File: src/hw/rtl/deferred_handle_allocator_defines.svh
// Assertion macros used by the allocator back end (dha_back).
// The macros expect signals named clk and rst_n in the scope where they are used.
`ifndef DEFERRED_HANDLE_ALLOCATOR_DEFINES_SVH
`define DEFERRED_HANDLE_ALLOCATOR_DEFINES_SVH
`ifndef SYNTH
`define DHA_ASSERT(lbl, prop) \
  lbl: assert property (@(posedge clk) disable iff (!rst_n) (prop)) \
    else $error("assertion failed");
`define DHA_ASSERT_NEXT(lbl, pre, post) \
  lbl: assert property (@(posedge clk) disable iff (!rst_n) (pre) |=> (post)) \
    else $error("assertion failed");
`else
`define DHA_ASSERT(lbl, prop)
`define DHA_ASSERT_NEXT(lbl, pre, post)
`endif
`endif

File: src/hw/rtl/dha_pkg.sv
package dha_pkg;

  localparam int DHA_HANDLE_COUNT = 256;
  localparam int HANDLE_W = 8;
  localparam int MAP_SIZE = 256;
  localparam int GROUP_W = 16;
  localparam int GROUPS = MAP_SIZE / GROUP_W;
  localparam logic [HANDLE_W-1:0] LIMIT_RESET = 8'd255;

  typedef enum logic [1:0] {
    K_CREATE  = 2'd0,
    K_RELEASE = 2'd1,
    K_COMMIT  = 2'd2,
    K_NOP     = 2'd3
  } kind_t;

  typedef enum logic [1:0] {
    STS_OK      = 2'd0,
    STS_LIMIT   = 2'd1,
    STS_INVALID = 2'd2
  } status_t;

  typedef enum logic [2:0] {
    S_IDLE,
    S_SRCH,
    S_LIM,
    S_REL_A,
    S_REL_D,
    S_CRE_A,
    S_CRE_D
  } state_t;

  // Decoded command handed from the front to the back.
  typedef struct packed {
    kind_t                kind;
    logic [HANDLE_W-1:0]  handle;
    logic                 bad_range;
  } cmd_t;

  // Index of the lowest set bit of a 16-bit word (0 when none is set).
  function automatic logic [3:0] lowest16(input logic [GROUP_W-1:0] w);
    logic [3:0] idx;
    idx = 4'd0;
    for (int i = GROUP_W - 1; i >= 0; i--) begin
      if (w[i]) idx = 4'(i);
    end
    return idx;
  endfunction

endpackage

File: src/hw/rtl/dha_front.sv
module dha_front import dha_pkg::*; #(
  parameter int HANDLE_COUNT = DHA_HANDLE_COUNT
) (
  input  logic       clk,
  input  logic       rst_n,
  input  logic       in_tvalid,
  output logic       in_tready,
  input  logic [7:0] in_tdata,   // handle[7:0]
  input  logic [1:0] in_tuser,   // op[1:0]
  output logic       cmd_valid,
  output cmd_t       cmd,
  input  logic       cmd_pop
);

  cmd_t       slot_r [2];
  logic       wptr_r, wptr_nxt;
  logic       rptr_r, rptr_nxt;
  logic [1:0] cnt_r, cnt_nxt;
  cmd_t       dec;
  logic       push;

  // Classify the incoming item.
  always_comb begin
    case (in_tuser)
      K_CREATE:  dec.kind = K_CREATE;
      K_RELEASE: dec.kind = K_RELEASE;
      K_COMMIT:  dec.kind = K_COMMIT;
      default:   dec.kind = K_NOP;
    endcase
    dec.handle    = in_tdata;
    dec.bad_range = (in_tdata == '0) || (32'(in_tdata) >= HANDLE_COUNT);
  end

  assign in_tready = (cnt_r != 2'd2);
  assign push      = in_tvalid && in_tready;
  assign cmd_valid = (cnt_r != 2'd0);
  assign cmd       = slot_r[rptr_r];

  // Two-entry command queue pointers.
  always_comb begin
    wptr_nxt = wptr_r ^ push;
    rptr_nxt = rptr_r ^ cmd_pop;
    cnt_nxt  = cnt_r + {1'b0, push} - {1'b0, cmd_pop};
  end

  always_ff @(posedge clk) begin
    if (!rst_n) begin
      wptr_r <= 1'b0;
      rptr_r <= 1'b0;
      cnt_r  <= 2'd0;
    end else begin
      wptr_r <= wptr_nxt;
      rptr_r <= rptr_nxt;
      cnt_r  <= cnt_nxt;
    end
  end

  // Queue storage needs no reset.
  always_ff @(posedge clk) begin
    if (push) begin
      slot_r[wptr_r] <= dec;
    end
  end

endmodule

File: config.mk
export PLATFORM = sky130hd
export DESIGN_NAME = dha_front
export DESIGN_NICKNAME = d
export VERILOG_FILES = /design/src/hw/rtl/deferred_handle_allocator_defines.svh /design/src/hw/rtl/dha_pkg.sv /design/src/hw/rtl/dha_front.sv
export SDC_FILE = /design/constraint.sdc
export NUM_CORES = 1
export LEC_CHECK = 0
export BUFFER_PORTS_ARGS = -buffer_cell sky130_fd_sc_hd__buf_2
export CAP_MARGIN = 40
export CORE_UTILIZATION = 35
export DETAILED_ROUTE_END_ITERATION = 8
export GPL_TIMING_DRIVEN = 0
export PLACE_DENSITY = 0.56
export SYNTH_ARGS = -nofsm -noshare
export SYNTH_HDL_FRONTEND = slang
export SYNTH_SLANG_ARGS = --single-unit
File: constraint.sdc
create_clock -name clk -period 1.9 [get_ports clk]
set_clock_uncertainty 0.1 [all_clocks]
set_input_delay 0.285 -clock clk [delete_from_list [all_inputs] [get_ports clk]]
set_output_delay 0.285 -clock clk [all_outputs]
set_load 0.02 [all_outputs]
==> results_dict.tcl, run 1 <==
set metrics [dict create \
    synth_top_cell_by_area "edfxtp_1" \
    clkTransAtPathRegs_ns 0.13 \
    reg2reg_depth 4 \
    placedInstanceArea_mm2 0.00122 \
    cts_setup_buffers 0 \
    io_pins 27 \
    setup_viol 0 \
    dr.first_iter.drc_count 19 \
    min_path_type "in2reg" \
    worstHoldEndpoint "slot_r[1][10]" \
    seq_power_share_pct 60.6 \
    synthDistinctLibCells 20 \
    cts_htree_levels 1 \
    num_rows 19 \
    place_congestion 0.616 \
    synth-seq-area-share_pct 72.2 \
    outcome "finished with violations" \
    cellPowerDensity_mw_per_mm2 959 \
    finalInstanceArea_mm2 0.00125 \
    syn_inst 64 \
    port_buffers 24 \
    holdBufCountCts 0 \
    crit_arrival_ns 1.40 \
    p_leak_nw 0.491 \
    cts_tree "yes" \
    synth-seq-cells 27 \
    min_period_ns 1.79 \
    cts.sinks 27 \
    cap_violations 0 \
    switching_share_pct 26.3 \
    rsz0062_at_grt "false" \
    clockBufferDepth 2 \
    die_area_mm2 0.00323 \
    grt_max_degree 16 \
    reg2reg_to "slot_r[0][6]" \
    period_share_pct 94.1 \
    clk_latency_ns 0.31 \
    post_drt_wl_per_cell_um 12.7 \
    syn_nets 80 \
    drive_gt1_share_pct 32.3 \
    violations "design-rule violations" \
    crit_required_ns 1.51 \
    worst-path-max-fanout 10 \
    cts_resized 0 \
    max-vdd-ir-drop_mv 0.418 \
    cts_made_buffers 3 \
    comb_power_share_pct 20.0 \
    yosysWarnings 0 \
    min_from "in_tuser[1]" \
    coreArea_mm2 0.00281 \
    tightest_slew_ns 0.537 \
    critPathLaunchType "register" \
    dpl.hpwl_um 1130 \
    via_count 585 \
    viasPerCell 4.72 \
    areaGrowthSynthToFinish_pct 18.6 \
    dr.pass1.iters 6 \
    slew_headroom_pct 64.2 \
    routed_wirelength_um 1570 \
    max_freq_mhz 559 \
    die_w_um 56.9 \
    drv_slew 0 \
    postSynthAreaPerCell_um2 16.5 \
    grt_use_total_pct 10.8 \
    hold_viol_final 0 \
    synth_top_cells_by_area "edfxtp_1 (63%), mux2_1 (12%), dfxtp_1 (9.5%), ha_1 (2.4%), and2_1 (1.8%)" \
    netlist_area_mm2 0.00105 \
    antenna_found_initial 0 \
    clockPowerShare_pct 19.4 \
    yosys.area.top_type_share_pct 62.7 \
    globalRouteOverflowTotal 0 \
    cts_root_buffer "clkbuf_4" \
    initial_core_util_pct 37.6 \
    diodes 0 \
    end_kind "output pin" \
    grt_pass1_vias 567 \
    power.switching_uw 315 \
    critPathKind "reg2out" \
    intPower_uw 883 \
    rr_startpoint "cnt_r[0]" \
    nNetsFinal 110 \
    grt_pass1_wl_um 2530 \
    r2r_slack_ns 0.28 \
    finalSetupTns_ns 0 \
    die_y_um 56.9 \
    drc 6 \
    min_path_cells 1 \
    ant_nets 0 \
]
==> synth_stat cells <==
cell type  count
nand2_1        2
ha_1           2
buf_2          1
edfxtp_1      22
a21bo_1        1
dfxtp_1        5
nand2b_1       2
nor3b_1        1
a21oi_1        1
xnor2_1        1
nor2_1         2
or2_1          1
nor2b_1        1
inv_1          2
xor2_1         1
or4_1          2
mux2i_1        1
mux2_1        11
and2_1         3
clkbuf_1       2
==> flip-flops by register name, summed over array words and instances (netlist names), named ones only <==
signal,cells
cnt_r,2
wptr_r,1
slot_r,22
rptr_r,1
==> worst max-delay path: stages, from the launching register on <==
cell and delay (ns):
dfxtp_1 0.36, clkbuf_4 0.23, mux2_1 0.34, buf_2 0.16
==> placed cells by master, fill, tap and decap left out, types with 3 or more instances in the layout <==
cell type / Yosys / layout
and2_1: 3 / 3
mux2_1: 11 / 11
clkbuf_4: 0 / 4
buf_2: 1 / 24
dfxtp_1: 5 / 5
edfxtp_1: 22 / 22
==> kinds of logic after synthesis <==
kind of cell	count (synthesis)	share of synthesized area [%]
simple gates	14	7.72
mux	12	12.7
compound gates	2	1.42
xor+xnor	2	1.66
flops	27	72.2
fa+ha+maj	2	2.37
buf+inv	5	1.90
==> worst max-delay path by stage <==
stage | end | slack [ns] | cells past startpoint
after floorplan | slot_r[1][0] | 0.20 | 3
after global placement | slot_r[1][0] | 0.05 | 3
final | cmd[3] | 0.11 | 3
after CTS | cmd[7] | 0.02 | 3
after global routing | cmd[8] | 0.03 | 3
after detailed placement | slot_r[0][0] | 0.25 | 4
==> power groups by stage <==
stage | sequential, mW | clock (mW) | combinational, mW
5_1_grt | 0.733 | 0.274 | 0.265
3_5_place_dp | 0.742 | 0 | 0.244
2_1_floorplan | 0.736 | 0 | 0.163
4_1_cts | 0.728 | 0.249 | 0.245
6_report | 0.727 | 0.232 | 0.239
3_3_place_gp | 0.739 | 0 | 0.238
==> per-stage QoR <==
stage | util [%] | hold WS (ns) | worst slack, ns | instances | total power [mW]
floorplan | - | 0.284 | 0.199 | 64 | 0.899
global placement | 43.2 | 0.380 | 0.0517 | 119 | 0.977
detailed placement | 43.5 | 0.393 | 0.249 | 120 | 0.985
CTS | 44.5 | 0.0525 | 0.0207 | 124 | 1.22
global route | 44.6 | 0.0348 | 0.0294 | 124 | 1.27
finish | 44.6 | 0.0654 | 0.112 | 124 | 1.20
==> metal layers <==
layer | vias up | global-route usage [%] | share of wire, %
met5 | - | 0 | 0
met4 | 0 | 6.27 | 0.95
met3 | 2 | 2.76 | 6.9
met2 | 19 | 17.7 | 48
met1 | 275 | 12.7 | 44
li1 | 289 | - | -
==> cell type report <==
| type | instances | area, um2 |
|---|---|---|
| Fill cell | 263 | 1560 |
| Sequential cell | 27 | 761 |
| Multi-Input combinational cell | 32 | 273 |
| Timing Repair Buffer | 25 | 128 |
| Tap cell | 31 | 38.8 |
| Clock buffer | 3 | 22.5 |
| Buffer | 3 | 15.0 |
| Inverter | 2 | 7.51 |
| Clock inverter | 1 | 5.00 |
Power figures use the tool's default switching activity.
==> run 2, diff against run 1 <==
CORE_MARGIN = 2   (was unset)
SETUP_SLACK_MARGIN = 0.5   (was unset)
==> run 2 against run 1 <==
Net effect:
- the run still ends with design-rule violations left
- via count grew 5.5%
- fmax is 6.0% higher
- final cell count rose by 4.8%
- register-to-register slack gained 0.25 ns
- global-route usage increased by 0.21 points
- final area increased by 20%
- non-clock buffer count increased by 6
- first-iteration DRC count fell by 53%
- sequential share of layout area shrank 9.7 points
- sequential power is 0.8% higher
- critical path type unchanged
==> results_dict.tcl, run 2 (synthesis gave the netlist of run 1 again) <==
set metrics [dict create \
    post_drt_wl_per_cell_um 14.5 \
    largest_reg_flops 22 \
    tightest_slew_ns 0.178 \
    placedInstanceArea_mm2 0.00124 \
    die_area_mm2 0.00347 \
    min_period_ns 1.69 \
    multiInputGateArea_um2 362 \
    via_count 617 \
    antenna_found_initial 0 \
    coreArea_mm2 0.00281 \
    routed_wirelength_um 1890 \
    fin_ws_ns 0.214 \
    pre_cts_slack_ns 0.395 \
    setup_viol 0 \
    end_kind "output pin" \
    cap_violations 0 \
    dpl.hpwl_um 1180 \
    crit_required_ns 1.51 \
    cts_tree "yes" \
    min_path_type "in2reg" \
    final_core_util_pct 53.5 \
    grt_pass1_vias 650 \
    port_buffers 24 \
    timing.hold.ws_ns 0.0428 \
    clkTransAtPathRegs_ns 0.16 \
    cts_made_buffers 3 \
    place_congestion 0.692 \
    num_rows 19 \
    nNetsFinal 116 \
    max-vdd-ir-drop_mv 0.458 \
    rsz0062_at_grt "true" \
    initial_core_util_pct 37.6 \
    clk_latency_ns 0.31 \
    slew_headroom_pct 88.1 \
    layout_commonest_cell "edfxtp_1" \
    viasPerCell 4.75 \
    areaGrowthSynthToFinish_pct 42.4 \
    largest_register "slot_r" \
    diodes 0 \
    drive_gt1_share_pct 57.6 \
    ant_nets 0 \
    grt_max_degree 16 \
    clockBufferDepth 2 \
    seq_area_um2 767 \
    finalInstanceArea_mm2 0.00150 \
    finalSetupTns_ns 0 \
    reg_top3 "slot_r: 22 flops, cnt_r: 2 flops" \
    drc 2 \
    violations "design-rule violations" \
    dr.pass1.iters 6 \
    p_leak_nw 0.612 \
    crit_arrival_ns 1.30 \
    grt_use_total_pct 11.0 \
    critPathLaunchType "register" \
    io_pins 27 \
    reg2reg_depth 6 \
    final_cell_mix "edfxtp_1 (22), buf_6 (14), mux2_4 (11), buf_2 (11), buf_4 (5)" \
    critPathKind "reg2out" \
    cts.sinks 27 \
    die_w_um 58.9 \
    cts_htree_levels 1 \
    hold_viol_final 0 \
    grt_pass1_wl_um 2820 \
    worst-path-max-fanout 5 \
    min_path_cells 1 \
    dr.first_iter.drc_count 9 \
    period_share_pct 88.8 \
    max_freq_mhz 593 \
    outcome "finished with violations" \
    cts_root_buffer "clkbuf_4" \
    die_y_um 58.9 \
    n_fill_cell 258 \
    cellPowerDensity_mw_per_mm2 933 \
    globalRouteOverflowTotal 0 \
    drv_slew 0 \
]
-- run 2: cell types whose count changed in the layout (fill, tap and decap cells not counted), sizes merged --
| cell | before | now |
|---|---|---|
| buf | 25 | 31 |
-- run 2: timing repair --
| item | 4_1_cts | 5_1_grt |
|---|---|---|
| gates resized for setup | 13 | 37 |
| gates cloned | 0 | 1 |
| pin swaps | 2 | 4 |
| hold buffers | 0 | 0 |
| setup endpoints to repair | 24 | 26 |
| hold endpoints to repair | 0 | 0 |
| setup buffers | 6 | 0 |
-- run 2: stage by stage --
stage | instances | power (mW)
floorplan | 64 | 0.916
global placement | 119 | 0.995
detailed placement | 119 | 1.00
CTS | 129 | 1.30
global route | 130 | 1.46
finish | 130 | 1.40
-- run 2: area by class of cell --
cell class              count  area share [%]
repair buffers             31            18.3
multi-input cells          32            24.1
flip-flops and latches     27            51.1
clock inverters             1           0.334
clock buffers               3            1.50
well taps                  31            2.59
plain buffers               3            1.50
inverters                   2           0.500
-- run 2: critical path, cell delays in order, from the launching register on --
cell and delay [ns]:
dfxtp_4 0.40, clkbuf_16 0.15, mux2_4 0.30, buf_6 0.13
-- run 2: path summary, 6_finish.rpt --
| kind | startpoint | endpoint | slack, ns |
|---|---|---|---|
| max | register | cmd[4] | 0.21 |
| min | in_tdata[3] | slot_r[0][4] | 0.04 |
| max reg2reg | cnt_r[1] | cnt_r[0] | 0.53 |
| min reg2reg | rptr_r | register | 0.48 |
-- run 2: metal layers --
| metal | vias to the layer above | track usage, % | share of wire (%) |
|---|---|---|---|
| met3 | 2 | 2.20 | 4.8 |
| li1 | 304 | - | - |
| met4 | 0 | 4.87 | 0.53 |
| met5 | - | 0 | 0 |
| met1 | 298 | 14.2 | 46 |
| met2 | 13 | 17.8 | 49 |
-- run 2: power by group --
group	leakage, nW	internal, mW	switching [mW]
registers	0.248	0.711	0.0224
logic	0.346	0.232	0.182
clock network	0.0177	0.0788	0.174
total	0.612	1.02	0.378
==> run 3, diff against run 2 <==
CORE_UTILIZATION = 50   (was 35)
PLACE_DENSITY = 0.75   (was 0.56)
==> run 3 against run 2 <==
Net effect:
- the run now ends clean
- clock power decreased by 6%
- highest routed layer unchanged
- via count decreased by 1.3%
- routed wire length decreased by 3.3%
- global-route usage increased by 3.9 points
==> results_dict.tcl, run 3 (synthesis gave the netlist of run 1 again) <==
set metrics [dict create \
    finalInstanceArea_mm2 0.00146 \
    reg_top3 "slot_r: 22 flops, cnt_r: 2 flops" \
    rsz0062_at_grt "true" \
    cap_violations 0 \
    period_share_pct 88.9 \
    final_cell_mix "edfxtp_1 (22), buf_6 (13), mux2_4 (11), buf_2 (11)" \
    cts_root_buffer "clkbuf_4" \
    largest_reg_flops 22 \
    reg2reg_depth 5 \
    grt_use_total_pct 14.9 \
    min_path_type "in2reg" \
    crit_arrival_ns 1.30 \
    setup_viol 0 \
    dr.pass1.iters 4 \
    clk_latency_ns 0.31 \
    tightest_slew_ns 0.336 \
    reg2reg_to "cnt_r[0]" \
    ant_nets 0 \
    cellPowerDensity_mw_per_mm2 938 \
    p_leak_nw 0.586 \
    cts_tree "yes" \
    nNetsFinal 113 \
    rr_startpoint "cnt_r[0]" \
    max_freq_mhz 592 \
    critPathKind "reg2out" \
    grt_max_degree 15 \
    path_cells "clkbuf_16 > mux2_4 > buf_6" \
    endpoint "cmd[9]" \
    cts_htree_levels 1 \
    slew_headroom_pct 77.5 \
    dr.first_iter.drc_count 13 \
    die_y_um 49.9 \
    hold_viol_final 0 \
    via_count 609 \
    crit_path_max_incr_delay_ns 0.40 \
    clkTransAtPathRegs_ns 0.14 \
    grt_pass1_vias 625 \
    r2r_slack_ns 0.57 \
    dpl.hpwl_um 1090 \
    num_rows 16 \
    outcome "complete, no violations" \
    grt_pass1_wl_um 2710 \
    viasPerCell 4.95 \
    port_buffers 24 \
    die_area_mm2 0.00249 \
    crit_required_ns 1.51 \
    io_pins 27 \
    worst-path-max-fanout 5 \
    areaGrowthSynthToFinish_pct 38.1 \
    drive_gt1_share_pct 52.1 \
    diodes 0 \
    critPathLaunchType "register" \
    cts_made_buffers 3 \
    clockBufferDepth 2 \
    drv_slew 0 \
    drc 0 \
    initial_core_util_pct 53.2 \
    routed_wirelength_um 1830 \
    globalRouteOverflowTotal 0 \
    die_w_um 49.9 \
    min_period_ns 1.69 \
    layout_commonest_cell "edfxtp_1" \
    crit_slowest_cell "dfxtp_4" \
    antenna_found_initial 0 \
    path_depth 3 \
    crit_buf_inv 2 \
    post_drt_wl_per_cell_um 14.8 \
    max-vdd-ir-drop_mv 0.626 \
    end_kind "output pin" \
    place_congestion 0.717 \
    placedInstanceArea_mm2 0.00123 \
    finalSetupTns_ns 0 \
    cts.sinks 27 \
    coreArea_mm2 0.00198 \
    largest_register "slot_r" \
    crit_family "flip-flops" \
]
-- run 3: changes by cell type in the layout (fill, tap and decap cells not counted) --
cell	delta
and2_1	+1
and2_4	-1
buf_4	-2
buf_6	-1
clkbuf_1	+1
clkinv_2	-1
ha_1	+1
ha_2	-1
xnor2_1	+1
xnor2_2	-1
-- run 3: worst min path at each step --
| stage | depth (start not counted) | endpoint | from |
|---|---|---|---|
| after floorplan | 0 | slot_r[0][1] | in_tdata[0] |
| after global placement | 1 | slot_r[0][3] | in_tdata[2] |
| after detailed placement | 1 | slot_r[0][3] | in_tdata[2] |
| after CTS | 1 | slot_r[1][3] | in_tdata[2] |
| after global routing | 1 | slot_r[1][5] | in_tdata[4] |
| final | 1 | slot_r[1][9] | in_tuser[0] |
-- run 3: power breakdown --
part | internal, mW | switching [mW]
Clock | 0.0819 | 0.156
Sequential | 0.711 | 0.0275
Combinational | 0.214 | 0.174
Total | 1.01 | 0.358
-- run 3: metrics by stage --
stage	power [mW]	cells	worst slack, ns	util (%)	hold slack (ns)
2_1_floorplan	0.916	64	0.515	-	0.284
3_3_place_gp	0.991	115	0.420	62.2	0.381
3_5_place_dp	1.00	115	0.413	62.2	0.390
4_1_cts	1.27	121	0.191	66.0	0.0555
5_1_grt	1.43	123	0.167	73.4	0.0512
6_report	1.37	123	0.211	73.4	0.0607
-- run 3: worst register-to-register path, cell delays in order, from the launching register on --
cell	delay, ns
dfxtp_2	0.38
nand2b_4	0.15
nand2_4	0.07
xnor2_1	0.13
ha_1	0.26
and2_1	0.15
-- run 3: routing by layer --
metal	track usage, %	vias to the layer above	wire length, um
met5	0	-	0
met4	5.56	0	8
met3	2.12	2	75
met2	26.4	18	1040
met1	18.2	293	703
li1	-	296	-
-- run 3: cell type report --
class / count / area [um2]
clock buffer: 4 / 26.3
timing repair buffer: 28 / 249
buffer: 3 / 22.5
tap: 27 / 33.8
multi-input combinational: 32 / 349
fill: 126 / 527
sequential: 27 / 767
inverter: 2 / 7.51
-- run 3: repair_timing --
action	CTS	global route
cloned	0	1
setup buffers	2	1
setup endpoints to repair	13	37
hold buffers	0	0
resized for setup	12	34
